--- src/hw/rtl/ict_pkg.sv ---
// Shared types, codes and tables for the interrupt controller with timer.
package ict_pkg;

    localparam int CFG_IDX_W  = 3;
    localparam int CFG_DATA_W = 8;

    localparam logic [CFG_IDX_W-1:0] CFG_IRQ_MASK  = 3'd0;
    localparam logic [CFG_IDX_W-1:0] CFG_TIMER_ON  = 3'd1;
    localparam logic [CFG_IDX_W-1:0] CFG_TIMER_RATE = 3'd2;
    localparam logic [CFG_IDX_W-1:0] CFG_RELOAD    = 3'd3;
    localparam logic [CFG_IDX_W-1:0] CFG_LCD_ON    = 3'd4;

    localparam logic [1:0] FUNC_TICK     = 2'd0;
    localparam logic [1:0] FUNC_RAISE    = 2'd1;
    localparam logic [1:0] FUNC_BOUNDARY = 2'd2;

    localparam int NUM_SRC = 5;

    localparam logic [2:0] SRC_VBLANK = 3'd0;
    localparam logic [2:0] SRC_LCD    = 3'd1;
    localparam logic [2:0] SRC_TIMER  = 3'd2;
    localparam logic [2:0] SRC_SERIAL = 3'd3;
    localparam logic [2:0] SRC_PAD    = 3'd4;

    typedef struct packed {
        logic       ovf;
        logic [7:0] counter;
    } t_tmr_stat;

    typedef struct packed {
        logic                 taken;
        logic [6:0]           vector;
        logic [15:0]          push_addr;
        logic [15:0]          push_value;
        logic [15:0]          new_sp;
        logic [NUM_SRC-1:0]   pending;
        logic                 attention;
    } t_irq_res;

    function automatic logic [10:0] period_of(input logic [1:0] rate);
        logic [10:0] per;
        case (rate)
            2'd0:    per = 11'd1024;
            2'd1:    per = 11'd16;
            2'd2:    per = 11'd64;
            default: per = 11'd256;
        endcase
        return per;
    endfunction

    function automatic logic [6:0] vector_of(input logic [2:0] src);
        logic [6:0] vec;
        case (src)
            SRC_VBLANK: vec = 7'h40;
            SRC_LCD:    vec = 7'h48;
            SRC_TIMER:  vec = 7'h50;
            SRC_SERIAL: vec = 7'h58;
            SRC_PAD:    vec = 7'h60;
            default:    vec = 7'h00;
        endcase
        return vec;
    endfunction

endpackage

--- src/hw/rtl/ict_timer.sv ---
// Timer prescaler and 8-bit counter with reload on overflow.
module ict_timer (
    input  logic                i_clk,
    input  logic                i_rst_n,
    input  logic                i_step,
    input  logic [5:0]          i_cycles,
    input  logic [1:0]          i_rate,
    input  logic [7:0]          i_reload,
    output ict_pkg::t_tmr_stat  o_stat
);

    logic [10:0] r_presc;
    logic [10:0] n_presc;
    logic [7:0]  r_counter;
    logic [7:0]  n_counter;
    logic [11:0] w_sum;
    logic [10:0] w_acc;
    logic [10:0] w_per;
    logic [7:0]  w_inc;
    logic        w_ovf;

    always_comb begin
        w_sum     = {1'b0, r_presc} + {6'd0, i_cycles};
        w_acc     = w_sum[10:0];
        w_per     = ict_pkg::period_of(i_rate);
        w_inc     = r_counter + 8'd1;
        n_presc   = r_presc;
        n_counter = r_counter;
        w_ovf     = 1'b0;
        if (i_step) begin
            n_presc = w_acc;
            if (w_acc > w_per) begin
                n_presc = w_acc & (w_per - 11'd1);
                if (w_inc == 8'd0) begin
                    w_ovf     = 1'b1;
                    n_counter = i_reload;
                end else begin
                    n_counter = w_inc;
                end
            end
        end
    end

    always_ff @(posedge i_clk) begin
        if (!i_rst_n) begin
            r_presc   <= '0;
            r_counter <= '0;
        end else begin
            r_presc   <= n_presc;
            r_counter <= n_counter;
        end
    end

    assign o_stat.ovf     = w_ovf;
    assign o_stat.counter = n_counter;

endmodule

--- src/hw/rtl/ict_irq.sv ---
// Pending flags, raise gating and interrupt dispatch at instruction boundaries.
module ict_irq (
    input  logic                        i_clk,
    input  logic                        i_rst_n,
    input  logic                        i_step,
    input  logic [1:0]                  i_func,
    input  logic [2:0]                  i_source,
    input  logic                        i_master_enable,
    input  logic                        i_halted,
    input  logic                        i_defer,
    input  logic [15:0]                 i_pc,
    input  logic [15:0]                 i_sp,
    input  logic [ict_pkg::NUM_SRC-1:0] i_mask,
    input  logic                        i_lcd_on,
    input  logic                        i_tmr_ovf,
    output ict_pkg::t_irq_res           o_res
);

    logic [ict_pkg::NUM_SRC-1:0] r_pending;
    logic [ict_pkg::NUM_SRC-1:0] n_pending;
    logic [ict_pkg::NUM_SRC-1:0] w_ready;
    logic [2:0]                  w_sel;
    logic                        w_me;
    logic                        w_halt;
    logic                        w_defer;

    always_comb begin
        n_pending = r_pending;
        w_ready   = r_pending & i_mask;
        w_sel     = '0;
        for (int i = ict_pkg::NUM_SRC - 1; i >= 0; i--) begin
            if (w_ready[i]) begin
                w_sel = 3'(i);
            end
        end
        w_me            = i_master_enable;
        w_halt          = i_halted;
        w_defer         = i_defer;
        o_res.taken      = 1'b0;
        o_res.vector     = '0;
        o_res.push_addr  = '0;
        o_res.push_value = '0;
        o_res.new_sp     = '0;

        case (i_func)
            ict_pkg::FUNC_TICK: begin
                if (i_tmr_ovf) begin
                    n_pending[ict_pkg::SRC_TIMER] = 1'b1;
                end
            end
            ict_pkg::FUNC_RAISE: begin
                if (i_source <= ict_pkg::SRC_PAD &&
                    (i_lcd_on || i_source > ict_pkg::SRC_LCD)) begin
                    n_pending[i_source] = 1'b1;
                end
            end
            ict_pkg::FUNC_BOUNDARY: begin
                w_defer = 1'b0;
                if (!i_defer && w_ready != '0 && (i_master_enable || i_halted)) begin
                    n_pending[w_sel] = 1'b0;
                    o_res.taken      = 1'b1;
                    o_res.vector     = ict_pkg::vector_of(w_sel);
                    o_res.push_value = i_halted ? i_pc + 16'd1 : i_pc;
                    o_res.push_addr  = i_sp - 16'd2;
                    o_res.new_sp     = i_sp - 16'd2;
                    w_me             = 1'b0;
                    w_halt           = 1'b0;
                end
            end
            default: begin
            end
        endcase

        o_res.pending   = n_pending;
        o_res.attention = ((n_pending & i_mask) != '0 && (w_me || w_halt)) || w_defer;
    end

    always_ff @(posedge i_clk) begin
        if (!i_rst_n) begin
            r_pending <= '0;
        end else if (i_step) begin
            r_pending <= n_pending;
        end
    end

endmodule

--- src/hw/rtl/interrupt_controller_with_timer.sv ---
// An input beat reaches the result beat through the input register, then the result register.
// Throughput: one beat per cycle; the input register holds only while a result waits.
// Flags and timer update as an item moves from the input register to the result register.
// Reset (synchronous, active low): both stages empty, flags, prescaler and counter zero,
// configuration at its defaults with the display enabled.
module interrupt_controller_with_timer (
    input  logic                            i_clk,
    input  logic                            i_rst_n,
    input  logic                            i_cfg_we,
    input  logic [ict_pkg::CFG_IDX_W-1:0]   i_cfg_index,
    input  logic [ict_pkg::CFG_DATA_W-1:0]  i_cfg_data,
    input  logic                            i_in_valid,
    output logic                            o_in_ready,
    input  logic [1:0]                      i_func,
    input  logic [5:0]                      i_cycles,
    input  logic [2:0]                      i_source,
    input  logic                            i_master_enable,
    input  logic                            i_halted,
    input  logic                            i_defer,
    input  logic [15:0]                     i_pc,
    input  logic [15:0]                     i_sp,
    output logic                            o_out_valid,
    input  logic                            i_out_ready,
    output logic                            o_taken,
    output logic [6:0]                      o_vector,
    output logic [15:0]                     o_push_addr,
    output logic [15:0]                     o_push_value,
    output logic [15:0]                     o_new_sp,
    output logic [4:0]                      o_pending_flags,
    output logic [7:0]                      o_counter_now,
    output logic                            o_attention
);

    logic [ict_pkg::NUM_SRC-1:0] r_irq_mask;
    logic                        r_timer_on;
    logic [1:0]                  r_timer_rate;
    logic [7:0]                  r_reload;
    logic                        r_lcd_on;

    logic        r_in_valid;
    logic [1:0]  r_func;
    logic [5:0]  r_cycles;
    logic [2:0]  r_source;
    logic        r_me;
    logic        r_halted;
    logic        r_defer;
    logic [15:0] r_pc;
    logic [15:0] r_sp;

    logic              r_out_valid;
    ict_pkg::t_irq_res r_res;
    logic [7:0]        r_counter_now;

    logic               w_adv;
    logic               w_go;
    ict_pkg::t_tmr_stat w_tmr;
    ict_pkg::t_irq_res  w_res;

    assign w_adv      = !r_out_valid || i_out_ready;
    assign w_go       = r_in_valid && w_adv;
    assign o_in_ready = !r_in_valid || w_adv;

    always_ff @(posedge i_clk) begin
        if (!i_rst_n) begin
            r_irq_mask   <= '0;
            r_timer_on   <= 1'b0;
            r_timer_rate <= '0;
            r_reload     <= '0;
            r_lcd_on     <= 1'b1;
        end else if (i_cfg_we) begin
            case (i_cfg_index)
                ict_pkg::CFG_IRQ_MASK:   r_irq_mask   <= i_cfg_data[ict_pkg::NUM_SRC-1:0];
                ict_pkg::CFG_TIMER_ON:   r_timer_on   <= i_cfg_data[0];
                ict_pkg::CFG_TIMER_RATE: r_timer_rate <= i_cfg_data[1:0];
                ict_pkg::CFG_RELOAD:     r_reload     <= i_cfg_data[7:0];
                ict_pkg::CFG_LCD_ON:     r_lcd_on     <= i_cfg_data[0];
                default: begin
                end
            endcase
        end
    end

    always_ff @(posedge i_clk) begin
        if (!i_rst_n) begin
            r_in_valid <= 1'b0;
        end else if (o_in_ready) begin
            r_in_valid <= i_in_valid;
        end
    end

    always_ff @(posedge i_clk) begin
        if (o_in_ready && i_in_valid) begin
            r_func   <= i_func;
            r_cycles <= i_cycles;
            r_source <= i_source;
            r_me     <= i_master_enable;
            r_halted <= i_halted;
            r_defer  <= i_defer;
            r_pc     <= i_pc;
            r_sp     <= i_sp;
        end
    end

    ict_timer u_timer (
        .i_clk    (i_clk),
        .i_rst_n  (i_rst_n),
        .i_step   (w_go && r_func == ict_pkg::FUNC_TICK && r_timer_on),
        .i_cycles (r_cycles),
        .i_rate   (r_timer_rate),
        .i_reload (r_reload),
        .o_stat   (w_tmr)
    );

    ict_irq u_irq (
        .i_clk           (i_clk),
        .i_rst_n         (i_rst_n),
        .i_step          (w_go),
        .i_func          (r_func),
        .i_source        (r_source),
        .i_master_enable (r_me),
        .i_halted        (r_halted),
        .i_defer         (r_defer),
        .i_pc            (r_pc),
        .i_sp            (r_sp),
        .i_mask          (r_irq_mask),
        .i_lcd_on        (r_lcd_on),
        .i_tmr_ovf       (w_tmr.ovf),
        .o_res           (w_res)
    );

    always_ff @(posedge i_clk) begin
        if (!i_rst_n) begin
            r_out_valid <= 1'b0;
        end else if (w_go) begin
            r_out_valid <= 1'b1;
        end else if (i_out_ready) begin
            r_out_valid <= 1'b0;
        end
    end

    always_ff @(posedge i_clk) begin
        if (w_go) begin
            r_res         <= w_res;
            r_counter_now <= w_tmr.counter;
        end
    end

    assign o_out_valid     = r_out_valid;
    assign o_taken         = r_res.taken;
    assign o_vector        = r_res.vector;
    assign o_push_addr     = r_res.push_addr;
    assign o_push_value    = r_res.push_value;
    assign o_new_sp        = r_res.new_sp;
    assign o_pending_flags = r_res.pending;
    assign o_counter_now   = r_counter_now;
    assign o_attention     = r_res.attention;

endmodule

--- config.mk ---
export PLATFORM = sky130hd
export DESIGN_NAME = interrupt_controller_with_timer
export DESIGN_NICKNAME = d
export VERILOG_FILES = /design/src/hw/rtl/ict_pkg.sv /design/src/hw/rtl/ict_timer.sv /design/src/hw/rtl/ict_irq.sv /design/src/hw/rtl/interrupt_controller_with_timer.sv
export SDC_FILE = /design/constraint.sdc
export NUM_CORES = 1
export LEC_CHECK = 0
export BUFFER_PORTS_ARGS = -buffer_cell sky130_fd_sc_hd__buf_4
export CAP_MARGIN = 20
export CORE_UTILIZATION = 50
export DETAILED_ROUTE_END_ITERATION = 10
export HOLD_SLACK_MARGIN = 0.1
export PLACE_DENSITY = 0.79
export SLEW_MARGIN = 20
export SYNTH_ARGS = -nofsm -noshare
export SYNTH_HDL_FRONTEND = slang
export SYNTH_SLANG_ARGS = --single-unit
export TNS_END_PERCENT = 10
--- constraint.sdc ---
create_clock -name i_clk -period 5.6 [get_ports i_clk]
set_clock_uncertainty 0.05 [all_clocks]
set_input_delay 1.12 -clock i_clk [delete_from_list [all_inputs] [get_ports i_clk]]
set_output_delay 1.12 -clock i_clk [all_outputs]
set_load 0.05 [all_outputs]
After elaboration in Yosys (flattened, before gate mapping)
Cells that the tools add are included.
{"block": "totals", "mem_bits_ro": 0, "regBits": 143, "n_memories": 0, "wordCells": 121, "mem_bits_rw": 0, "in_bits": 62, "latch_bits": 0}
{"block": "classes", "n_mul": 0, "n_bitwise": 6, "n_reduce_logical": 33, "n_mux": 33, "n_eq_ne": 12, "n_lt_le_gt_ge": 7, "shift": 0, "div_mod_pow": 0, "addsub": 5}
{"operator": "56-bit two-way mux", "count": 1}
{"operator": "7-bit one-hot mux with 5 select lines", "count": 1}
{"operator": "11-bit one-hot mux with 3 select lines", "count": 1}
{"operator": "8-bit two-way mux", "count": 3}
{"operator": "16-bit by 1-bit adder with 16-bit output, second input constant", "count": 1}
{"operator": "16-bit two-way mux", "count": 1}
{"operator": "16-bit by 2-bit subtractor with 16-bit output, second input constant", "count": 1}
{"operator": "5-bit bitwise AND", "count": 3}
{"operator": "3-bit two-way mux", "count": 5}
{"operator": "1-bit two-way mux", "count": 13}
{"operator": "3-bit by 2-bit equality test with 1-bit output, second input constant", "count": 4}
{"operator": "2-bit AND reduction", "count": 6}
{"operator": "11-bit by 6-bit adder with 11-bit output", "count": 1}
{"operator": "11-bit bitwise AND", "count": 1}
{"operator": "11-bit greater-than comparator", "count": 1}
{"operator": "11-bit two-way mux", "count": 1}
{"operator": "11-bit by 1-bit subtractor with 11-bit output, second input constant", "count": 1}
{"operator": "1-bit logical AND", "count": 10}
{"operator": "5-bit two-way mux", "count": 2}
{"operator": "5-bit nonzero test", "count": 2}
{"operator": "8-bit by 1-bit adder with 8-bit output, second input constant", "count": 1}
{"operator": "8-bit logical NOT", "count": 1}
{"operator": "3-bit by 4-bit less-than comparator with 1-bit output, second input constant", "count": 2}
{"operator": "2-bit one-hot mux with 2 select lines", "count": 2}
{"operator": "other kinds (16)", "count": 31}

Longest topological paths before layout
Gate-level depths: netlist (run 1).
{"block": "logic_depth", "ltp_word": 18, "mapped_depth": 16, "depth_no_buf": 16}

Hierarchy
Synthesis (run 1) repeated with hierarchy kept, for this count alone.
{"block": "hier_totals", "hier_cells": 620, "area_unflattened_um2": 7485.9}
{"mod": "interrupt_controller_with_timer", "seq_area_each_um2": 3863.7, "instances": 1, "cells_per_inst": 196, "area_each_um2": 4287.9}
{"mod": "ict_timer", "seq_area_each_um2": 380.4, "instances": 1, "cells_per_inst": 205, "area_each_um2": 1684.1}
{"mod": "ict_irq", "seq_area_each_um2": 100.1, "instances": 1, "cells_per_inst": 219, "area_each_um2": 1514.0}

Worst setup path after synthesis (run 1)
Ideal clock, no wire load.
{"block": "synth_path", "kind": "input to register", "startpoint": "in i_out_ready", "endpoint": "reg r_counter_now[4], in the netlist o_counter_now[4], data pin", "arrival_time_ns": 4.207, "required_time_ns": 5.294, "n_path_buf": 1, "setup_ns": 0.256, "path_stages": 7, "slack_ns": 1.087, "cell_sequence": "nor2b_1 -> nor2b_1 -> clkbuf_1 -> nand3_1 -> nor2_1 -> nand3_1 -> o211a_1"}
{"block": "synth_between", "elab_chain_cells": 5}
{"element": "from (decl)", "line": "interrupt_controller_with_timer.sv:23", "text": "input logic i_out_ready,"}
{"element": "1-bit logical OR", "line": "interrupt_controller_with_timer.sv:59", "text": "assign w_adv = !r_out_valid || i_out_ready;"}
{"element": "1-bit logical AND", "line": "interrupt_controller_with_timer.sv:60", "text": "assign w_go = r_in_valid && w_adv;"}
{"element": "net u_irq.i_step", "line": "ict_irq.sv:5", "text": "input logic i_step,"}
{"element": "1-bit logical AND (2 in a row)", "line": "interrupt_controller_with_timer.sv:107", "text": ".i_step (w_go && r_func == ict_pkg::FUNC_TICK && r_timer_on),"}
{"element": "8-bit two-way mux", "line": "ict_timer.sv:30", "text": "if (i_step) begin"}
{"element": "net u_timer.n_counter[4]", "line": "ict_timer.sv:15", "text": "logic [7:0] n_counter;"}
{"element": "to (signal assigned)", "line": "interrupt_controller_with_timer.sv:144", "text": "r_counter_now <= w_tmr.counter;"}
{"element": "to (decl)", "line": "interrupt_controller_with_timer.sv:52", "text": "logic [7:0] r_counter_now;"}
The timed path passes the listed nets, and every way through them passes these cells.
A chain may end at the register's enable or synchronous reset.

==> results of run 1 <==
-- area by class of cell --
| type | count | area [sq um] |
|---|---|---|
| Fill cell | 972 | 4480 |
| Clock buffer | 28 | 548 |
| Timing Repair Buffer | 134 | 1010 |
| Multi-Input combinational cell | 403 | 2570 |
| Inverter | 28 | 105 |
| Tap cell | 172 | 215 |
| Sequential cell | 140 | 3770 |
| Clock inverter | 4 | 72.6 |
-- per-layer routing --
| layer | global-route usage, % | vias up |
|---|---|---|
| met5 | 0 | - |
| met3 | 6.49 | 20 |
| met4 | 6.92 | 0 |
| met2 | 39.5 | 221 |
| li1 | - | 2411 |
| met1 | 25.2 | 2377 |
-- metrics by stage --
stage               area [sq um]  utilization (%)  total power (uW)  setup slack (ps)
global placement            7670             60.0              1430              1280
CTS                         8290             64.9              2580              1100
detailed placement          7670             60.0              1430              1160
floorplan                   6650                -              1350              1090
finish                      8290             64.9              2560              1030
global route                8290             64.9              2640               780
-- sequential cells by signal, summed over array words and instances (netlist names), 2 cells and up --
name,flops
r_reload,8
o_pending_flags,5
o_vector,4
u_timer.r_counter,8
o_push_value,16
o_counter_now,8
u_irq.r_pending,5
r_sp,16
r_timer_rate,2
u_timer.r_presc,11
o_new_sp,16
r_source,3
r_pc,16
r_cycles,6
r_func,2
r_irq_mask,5
-- synthesized netlist by cell type (4+ instances only) --
master and instances:
nand4_1 5, nor3_1 12, xnor2_1 19, clkbuf_1 14, o211ai_1 4, and2_1 8, and3_1 14, nor2_1 68
a21o_1 4, a21oi_1 34, inv_1 27, o21ai_0 13, buf_4 19, nor4_1 11, mux2i_1 13, a31oi_1 7
a211oi_1 8, o2111ai_1 5, or3_1 5, edfxtp_1 97, ha_1 22, xor2_1 13, dfxtp_1 43, nand3_1 13
nand2_1 61, nor2b_1 9
-- worst max-delay path, delay by kind of cell (launching register included) --
kind | cells | cell delay, ps
XOR/XNOR | 1 | 170
AND/OR/NAND/NOR | 5 | 1170
flip-flops | 1 | 360
AO/OA/AOI/OAI | 7 | 1530
adder cells (fa/ha/maj) | 3 | 1000
-- cells by family after synthesis --
family	Yosys count
simple gates	220
flops	140
compound gates	112
buf+inv	64
xor+xnor	32
fa+ha+maj	23
mux	13
other cells	1
-- how the worst max path moves through the flow --
| stage | endpoint | slack, ps | cells past startpoint |
|---|---|---|---|
| floorplan | o_counter_now[4]$_DFFE_PP_ | 1090 | 7 |
| global placement | o_attention$_DFFE_PP_ | 1280 | 16 |
| detailed placement | o_attention$_DFFE_PP_ | 1160 | 16 |
| CTS | o_attention$_DFFE_PP_ | 1100 | 16 |
| global route | o_attention$_DFFE_PP_ | 780 | 16 |
| finish | o_attention$_DFFE_PP_ | 1030 | 16 |
-- power by group --
group	leakage, uW	internal, uW	switching [uW]	total [uW]
sequential	0.00126	1150	25.3	1170
combinational	0.00165	82.3	156	238
clock	0.000302	754	392	1150
==> implementation parameters, run 1 <==
Parameter                              Value

Setup path
  Data required time of the worst path ... 5680 ps
  Worst setup path category ... register to register
  Start of the worst register-to-register path ... r_cycles[0]$_DFFE_PP_
  Critical path startpoint category ... register
  Master of the slowest instance on the critical path ... nor4_2
  Crit. Startpoint ... r_cycles[0]$_DFFE_PP_
  Setup slack of the most critical reg-to-reg path ... 1030 ps
  Crit Reg-Reg Endpoint ... o_attention$_DFFE_PP_
  Critical path's largest stage delay ... 590 ps
  Type of destination of the critical path ... register
  Critical path arrival ... 4650 ps
  FF-to-FF path depth ... 16
  Biggest fanout along the worst timing path ... 9
  Cells along the critical path ... ha_1, fa_1, a21o_1, a21oi_1, o21bai_1, a21oi_1, nor2_1, xor2_1, ha_1, nand2_1, nor2b_1, o2111ai_1, nor4_2, nor2_1, a31oi_1, o221ai_1

Cells and area
  Fin cells ... 909
  Leading cell types in the layout, fill and taps excluded ... 134 x buf_4, 97 x edfxtp_1, 68 x nor2_1
  Synthesis-to-layout area growth ... 24.7%
  Number of antenna cells inserted ... 0
  Most common cell after layout, fill and taps aside ... buf_4
  Share of layout cells above drive strength 1 ... 23.7%
  Final nets ... 809

Timing
  Number of failing hold endpoints at the final stage ... 0
  Worst slack on hold paths ... 416 ps
  Worst-margin pin slew ... 726 ps
  Number of pins exceeding their max-slew limit in the final report ... 0
  Setup TNS ... 0 ps
  Final setup fails ... 0
  Upper clock frequency limit ... 0.219 GHz
  Unrepaired setup endpoints after global routing ... false
  Post-layout min period ... 4570 ps
  Max transition margin ... 51.6%
  Post-route fraction of the period consumed by the critical path ... 81.6%

Synth
  Area fraction in and, or, nand and nor cells after synthesis ... 15.7%
  Netlist Area Pre-Place ... 0.00665 sq mm
  Post-Synth XOR/XNOR Area ... 4.22%
  Ys flop type ... edfxtp_1
  Complex-gate fraction of the synthesized area ... 12.0%
  Largest area contributor in the netlist ... edfxtp_1
  Synth area leaders ... edfxtp_1 44%, dfxtp_1 13%, ha_1 4.1%
  Number of distinct library cells after synthesis ... 65
  FFs w/ async S/R, synth ... 0%
  Main combinational cell family by area after synthesis ... simple AND/OR/NAND/NOR gates
  Portion of synthesized cell area occupied by the leading cell type ... 43.8%
  Register area share after synthesis ... 56.8%
  Flip-flop and latch count after synthesis ... 140
  Number of instances in the synthesized netlist ... 605
  Mux cell area share after synthesis ... 1.96%
  Synth warnings ... 0
  Average instance area after synthesis ... 11.0 sq um
  Adder and majority cell fraction of the synthesized area ... 4.44%
  Number of enable flip-flop cells after synthesis ... 97

Routing
  DRC ... 0
  Amount of wire on met2 after detailed routing ... 7490 microns
  Detailed-router iteration count before antenna repair ... 5
  Initial drt markers ... 440
  Met1 wire length ... 5980 microns
  Count of vias placed by the detailed router ... 5029
  Final Routed Wirelength ... 14700 microns
  Final antenna-violating net count ... 0
  Highest metal layer used by the detailed router ... met4
  Met3 WL post-DR ... 1050 microns
  Post-detailed-route via-to-cell ratio ... 5.53
  Average detailed-routed wire length per instance ... 16.2 microns

Clock tree
  Clock insertion delay at the later pin of the skew report ... 410 ps
  CTS tree ... done
  Cell chosen for the clock root ... clkbuf_16
  Post-cts repair resize count ... 0
  CTS Hold Buffers Added ... 0
  Buffer levels on the longest clock path ... 2
  Clock net sink count ... 140
  Clock-pin slew of the registers on the worst-case setup and hold paths ... 50 ps
  H-tree levels ... 4
  Number of buffers created by CTS ... 17
  Number of buffers inserted by post-CTS setup repair ... 0

Run status
  Result of the run ... complete, no violations

Global routing
  Largest net degree at the start of global routing ... 57
  Congestion Overflow GR ... 0
  Global-route wire length before repair ... 22600 microns
  Number of global-route vias before repair ... 4729
  Number of antenna violations at the first check in global routing ... 0
  GRT Total Usage ... 22.1%

Flow run
  Number of maximum-capacitance violations ... 0

Floorplanning
  Die Wd ... 117 microns
  Die Ht ... 117 microns
  Area of the die ... 0.0138 sq mm
  Core area ... 0.0128 sq mm
  Initial core utilization ... 52.0%
  Number of core rows ... 41
  Top-level port count ... 134

Place
  HPWL reported at the end of detailed placement ... 10700 microns
  Cells after DPL ... 877
  IO buf count ... 130
  GP Congestion ... 0.878

Power and ir drop
  Peak supply drop ... 0.000240 V
  Total leakage power ... 0.00321 uW
  Power density over the cells ... 309 mW/mm^2

Min path
  Endpoint of the worst hold path ... u_timer.r_presc[3]$_SDFFE_PN0P_
  Tightest Hold Check Type ... register to register
  Hold path start ... u_timer.r_presc[3]$_SDFFE_PN0P_
  Cells on Worst Hold Path ... 2
(Power assumes the default switching activity.)
==> run 2: changes to the inputs <==
--- a/config.mk
+++ b/config.mk
@@ -10,7 +10,7 @@
 export CORE_UTILIZATION = 50
 export DETAILED_ROUTE_END_ITERATION = 10
 export HOLD_SLACK_MARGIN = 0.1
-export PLACE_DENSITY = 0.79
+export PLACE_DENSITY = 0.82
 export SLEW_MARGIN = 20
 export SYNTH_ARGS = -nofsm -noshare
 export SYNTH_HDL_FRONTEND = slang
==> constraint.sdc (replaced) <==
create_clock -name i_clk -period 3.8 [get_ports i_clk]
set_clock_uncertainty 0.05 [all_clocks]
set_input_delay 0.76 -clock i_clk [delete_from_list [all_inputs] [get_ports i_clk]]
set_output_delay 0.76 -clock i_clk [all_outputs]
set_load 0.05 [all_outputs]
==> run 2 against run 1 <==
Clock power rose by 38%. Routed wire length rose by 2.6%. Fmax rose by 24%. Critical path type unchanged. Highest routed layer unchanged.
==> implementation parameters, run 2 (synthesis results as in run 1) <==
Parameter                              Value

Run status
  Result of the run ... complete, no violations

Routing
  Final Routed Wirelength ... 15100 microns
  Average detailed-routed wire length per instance ... 16.3 microns
  DRC ... 0
  Detailed-router iteration count before antenna repair ... 5
  Post-detailed-route via-to-cell ratio ... 5.50
  Final antenna-violating net count ... 0
  Initial drt markers ... 441
  Count of vias placed by the detailed router ... 5081

Cells and area
  Finished Core Util ... 66.0%
  Number of inserted filler cells in the final layout ... 938
  Final nets ... 824
  Most common cell after layout, fill and taps aside ... buf_4
  Leading cell types in the layout, fill and taps excluded ... 148 x buf_4, 97 x edfxtp_1, 67 x nor2_1
  Share of layout cells above drive strength 1 ... 26.9%
  Number of antenna cells inserted ... 0
  Synthesis-to-layout area growth ... 26.8%

Clock tree
  Clock-pin slew of the registers on the worst-case setup and hold paths ... 60 ps
  Number of buffers created by CTS ... 17
  Clock insertion delay at the later pin of the skew report ... 420 ps
  CTS Hold Buffers Added ... 0
  H-tree levels ... 4
  Clock net sink count ... 140
  Buffer levels on the longest clock path ... 2
  Cell chosen for the clock root ... clkbuf_16
  CTS tree ... done

Min path
  Tightest Hold Check Type ... register to register

Floorplanning
  Die Wd ... 117 microns
  Initial core utilization ... 52.0%
  Top-level port count ... 134
  Number of core rows ... 41
  Core area ... 0.0128 sq mm
  Die Ht ... 117 microns
  Area of the die ... 0.0138 sq mm

Timing
  Worst Slack Setup Final ... 128 ps
  Upper clock frequency limit ... 0.272 GHz
  Post-layout min period ... 3670 ps
  Final setup fails ... 0
  Max transition margin ... 41.9%
  Number of failing hold endpoints at the final stage ... 0
  Number of pins exceeding their max-slew limit in the final report ... 0
  Worst-margin pin slew ... 872 ps
  Worst slack on hold paths ... 413 ps
  Unrepaired setup endpoints after global routing ... true
  Post-route fraction of the period consumed by the critical path ... 96.6%

Setup path
  Type of destination of the critical path ... register
  Worst setup path category ... register to register
  Setup slack of the most critical reg-to-reg path ... 130 ps
  Data required time of the worst path ... 3910 ps
  Critical path startpoint category ... register
  Biggest fanout along the worst timing path ... 8
  Critical path arrival ... 3780 ps

Place
  IO buf count ... 130
  GP Congestion ... 0.862
  Worst-case setup slack after placement ... -120 ps
  HPWL reported at the end of detailed placement ... 11000 microns

Power and ir drop
  Peak supply drop ... 0.000383 V
  Power density over the cells ... 437 mW/mm^2
  Final Total Pwr ... 3680 uW
  Total leakage power ... 0.00327 uW

Global routing
  Number of global-route vias before repair ... 4812
  Number of antenna violations at the first check in global routing ... 0
  Global-route wire length before repair ... 23300 microns
  Largest net degree at the start of global routing ... 57
  GRT Total Usage ... 22.8%
  Congestion Overflow GR ... 0

Flow run
  Number of maximum-capacitance violations ... 0
run 2: layout make-up:
class / count / area (sq um) / share of cell area, %
Inverter: 28 / 105 / 1.25
Sequential cell: 140 / 3770 / 44.8
Tap cell: 172 / 215 / 2.55
Timing Repair Buffer: 149 / 1120 / 13.3
Multi-Input combinational cell: 403 / 2640 / 31.4
Clock buffer: 25 / 475 / 5.64
Clock inverter: 7 / 91.3 / 1.08
run 2: metal layers:
metal	track usage [%]	vias to the layer above	routed length, microns
met4	8.10	0	238
met2	39.6	244	7500
met3	6.23	30	1170
met5	0	-	0
met1	27.0	2371	6170
li1	-	2436	-
run 2: timing repair:
item	CTS	global route
setup endpoints to repair	12	22
buffers inserted	0	2
pin swaps	0	5
gates resized for setup	3	14
run 2: critical path, cell delays in order (launching register included):
cell and delay, ps:
edfxtp_1 380, ha_2 210, fa_2 360, a21o_1 180, a21oi_2 150, o21bai_2 90
a21oi_2 190, nor2_1 70, xor2_1 160, ha_1 310, nand2_1 70, nor2b_1 120
o2111ai_1 120, nor4_2 260, buf_4 170, nor2_1 60, buf_4 200, a21oi_2 190
a211oi_1 70
run 2: final timing paths:
check / depth (start not counted) / startpoint / end
max: 18 / r_cycles[0]$_DFFE_PP_ / o_counter_now[7]$_DFFE_PP_
min: 2 / u_timer.r_presc[0]$_SDFFE_PN0P_ / u_timer.r_presc[0]$_SDFFE_PN0P_
max reg2reg: 18 / r_cycles[0]$_DFFE_PP_ / o_counter_now[7]$_DFFE_PP_
min reg2reg: 2 / u_timer.r_presc[0]$_SDFFE_PN0P_ / u_timer.r_presc[0]$_SDFFE_PN0P_
run 2: per-stage QoR:
step	setup TNS, ps	area, sq um	cells
finish	0	8430	924
detailed placement	-554	7760	890
CTS	0	8340	922
global placement	0	7760	890
global route	-183	8430	924
floorplan	0	6660	607
run 2: report_power, final:
| part | switching (uW) | internal, uW |
|---|---|---|
| registers | 38.5 | 1690 |
| logic | 231 | 125 |
| clock network | 596 | 998 |
| total | 866 | 2820 |
==> run 3: changes to the inputs <==
--- a/config.mk
+++ b/config.mk
@@ -8,9 +8,10 @@
 export BUFFER_PORTS_ARGS = -buffer_cell sky130_fd_sc_hd__buf_4
 export CAP_MARGIN = 20
 export CORE_UTILIZATION = 50
+export CTS_CLUSTER_DIAMETER = 150
 export DETAILED_ROUTE_END_ITERATION = 10
 export HOLD_SLACK_MARGIN = 0.1
-export PLACE_DENSITY = 0.82
+export PLACE_DENSITY_LB_ADDON = 0.1
 export SLEW_MARGIN = 20
 export SYNTH_ARGS = -nofsm -noshare
 export SYNTH_HDL_FRONTEND = slang
==> constraint.sdc (replaced) <==
create_clock -name i_clk -period 4.2 [get_ports i_clk]
set_clock_uncertainty 0.05 [all_clocks]
set_input_delay 0.84 -clock i_clk [delete_from_list [all_inputs] [get_ports i_clk]]
set_output_delay 0.84 -clock i_clk [all_outputs]
set_load 0.05 [all_outputs]
==> run 3 against run 2 <==
Setup slack better by 110 ps. Combinational power fell by 11%. Cell area is 0.82% lower. Critical endpoint unchanged. Largest cell class unchanged.
==> implementation parameters, run 3 (synthesis results as in run 1) <==
Parameter                              Value

Clock tree
  H-tree levels ... 4
  Number of buffers created by CTS ... 17
  Buffer levels on the longest clock path ... 2
  CTS Hold Buffers Added ... 0
  Post-cts repair resize count ... 0
  Clock-pin slew of the registers on the worst-case setup and hold paths ... 60 ps
  Number of buffers inserted by post-CTS setup repair ... 0
  Clock net sink count ... 140
  Clock insertion delay at the later pin of the skew report ... 420 ps
  CTS tree ... done
  Cell chosen for the clock root ... clkbuf_16

Timing
  Setup TNS ... 0 ps
  Upper clock frequency limit ... 0.252 GHz
  Number of pins exceeding their max-slew limit in the final report ... 0
  Unrepaired setup endpoints after global routing ... false
  Post-route fraction of the period consumed by the critical path ... 94.3%
  Final setup fails ... 0
  Worst-margin pin slew ... 1050 ps
  Post-layout min period ... 3960 ps
  Number of failing hold endpoints at the final stage ... 0
  Max transition margin ... 29.9%

Routing
  Initial drt markers ... 382
  Detailed-router iteration count before antenna repair ... 5
  Post-detailed-route via-to-cell ratio ... 5.41
  Count of vias placed by the detailed router ... 4942
  Final antenna-violating net count ... 0
  DRC ... 0
  Final Routed Wirelength ... 14400 microns
  Average detailed-routed wire length per instance ... 15.8 microns

Cells and area
  Share of layout cells above drive strength 1 ... 25.2%
  Synthesis-to-layout area growth ... 25.8%
  Multi-input gate area ... 0.00258 sq mm
  Finished Core Util ... 65.4%
  Final nets ... 813
  Number of inserted filler cells in the final layout ... 1010
  Most common cell after layout, fill and taps aside ... buf_4
  Number of antenna cells inserted ... 0
  Register area ... 0.00377 sq mm
  Leading cell types in the layout, fill and taps excluded ... 138 x buf_4, 97 x edfxtp_1, 67 x nor2_1
  Final design area excluding fillers ... 0.00836 sq mm

Floorplanning
  Die Ht ... 117 microns
  Initial core utilization ... 52.0%
  Top-level port count ... 134
  Number of core rows ... 41
  Die Wd ... 117 microns
  Core area ... 0.0128 sq mm
  Area of the die ... 0.0138 sq mm

Power and ir drop
  Final Total Pwr ... 3510 uW
  Total leakage power ... 0.00323 uW
  Power density over the cells ... 420 mW/mm^2
  Peak supply drop ... 0.000199 V

Setup path
  Buffer and inverter count on the worst path ... 1
  Biggest fanout along the worst timing path ... 8
  Cell family contributing the most delay on the critical path ... compound AO/OA/AOI/OAI gates
  Critical path arrival ... 4050 ps
  Critical path startpoint category ... register
  Setup slack of the most critical reg-to-reg path ... 240 ps
  Data required time of the worst path ... 4290 ps
  Critical path's largest stage delay ... 430 ps
  Type of destination of the critical path ... register
  Cells along the critical path ... ha_1, fa_1, a21o_1, a21oi_1, o21bai_1, a21oi_2, xnor2_1, ha_1, nand4_1, a211o_1, nor4_2, nor2_1, buf_4, a21oi_1, a211oi_1
  Master of the slowest instance on the critical path ... fa_1
  Worst setup path category ... register to register

Place
  Placed Area ... 0.00770 sq mm
  HPWL reported at the end of detailed placement ... 10500 microns
  IO buf count ... 130
  GP Congestion ... 0.867

Flow run
  Number of maximum-capacitance violations ... 0

Global routing
  Number of antenna violations at the first check in global routing ... 0
  Global-route wire length before repair ... 22400 microns
  Largest net degree at the start of global routing ... 52
  GRT Total Usage ... 22.0%
  Congestion Overflow GR ... 0
  Number of global-route vias before repair ... 4608

Min path
  Tightest Hold Check Type ... register to register

Run status
  Result of the run ... complete, no violations
[run 3: changes by cell type in the layout (fill, tap and decap cells not counted), sizes merged]
cell	before	now
inv	28	27
bufinv	2	5
clkinv	4	5
clkbuf	25	17
clkinvlp	1	6
buf	149	138
[run 3: routing by layer]
metal | wire length (microns) | vias up | global-route usage, %
met5 | 0 | - | 0
li1 | - | 2431 | -
met2 | 7160 | 159 | 37.8
met3 | 749 | 19 | 4.17
met4 | 214 | 0 | 8.69
met1 | 6310 | 2333 | 27.3
[run 3: stage by stage]
step / cells / setup slack (ps) / hold slack, ps
after global routing: 913 / 20.2 / 428
after global placement: 881 / 261 / 398
after detailed placement: 881 / 92.6 / 410
after CTS: 913 / 43.8 / 418
final: 913 / 239 / 414
after floorplan: 607 / 315 / 386
[run 3: layout make-up]
class,instances,share of cell area [%]
Sequential cell,140,45.1
Clock inverter,15,2.66
Timing Repair Buffer,138,12.4
Clock buffer,17,5.09
Multi-Input combinational cell,403,30.9
Tap cell,172,2.57
Inverter,28,1.26
[run 3: worst paths after layout]
path	startpoint	endpoint	cells after the start
worst max-delay path	r_cycles[0]$_DFFE_PP_	o_counter_now[7]$_DFFE_PP_	15
worst min-delay path	r_reload[6]$_SDFFE_PN0P_	r_reload[6]$_SDFFE_PN0P_	2
worst max register to register	r_cycles[0]$_DFFE_PP_	o_counter_now[7]$_DFFE_PP_	15
worst min register to register	r_reload[6]$_SDFFE_PN0P_	r_reload[6]$_SDFFE_PN0P_	2
[run 3: power by group]
group          total [uW]  switching (uW)  internal (uW)
clock                1630             576           1050
combinational         316             206            110
sequential           1570            33.7           1530
[run 3: tightest hold or removal path: cells and delay by family, from the launching register on]
| family | cells | cell delay [ps] |
|---|---|---|
| AOI/OAI and AO/OA | 1 | 50 |
| DFF | 1 | 310 |
| and+or+nand+nor | 1 | 50 |
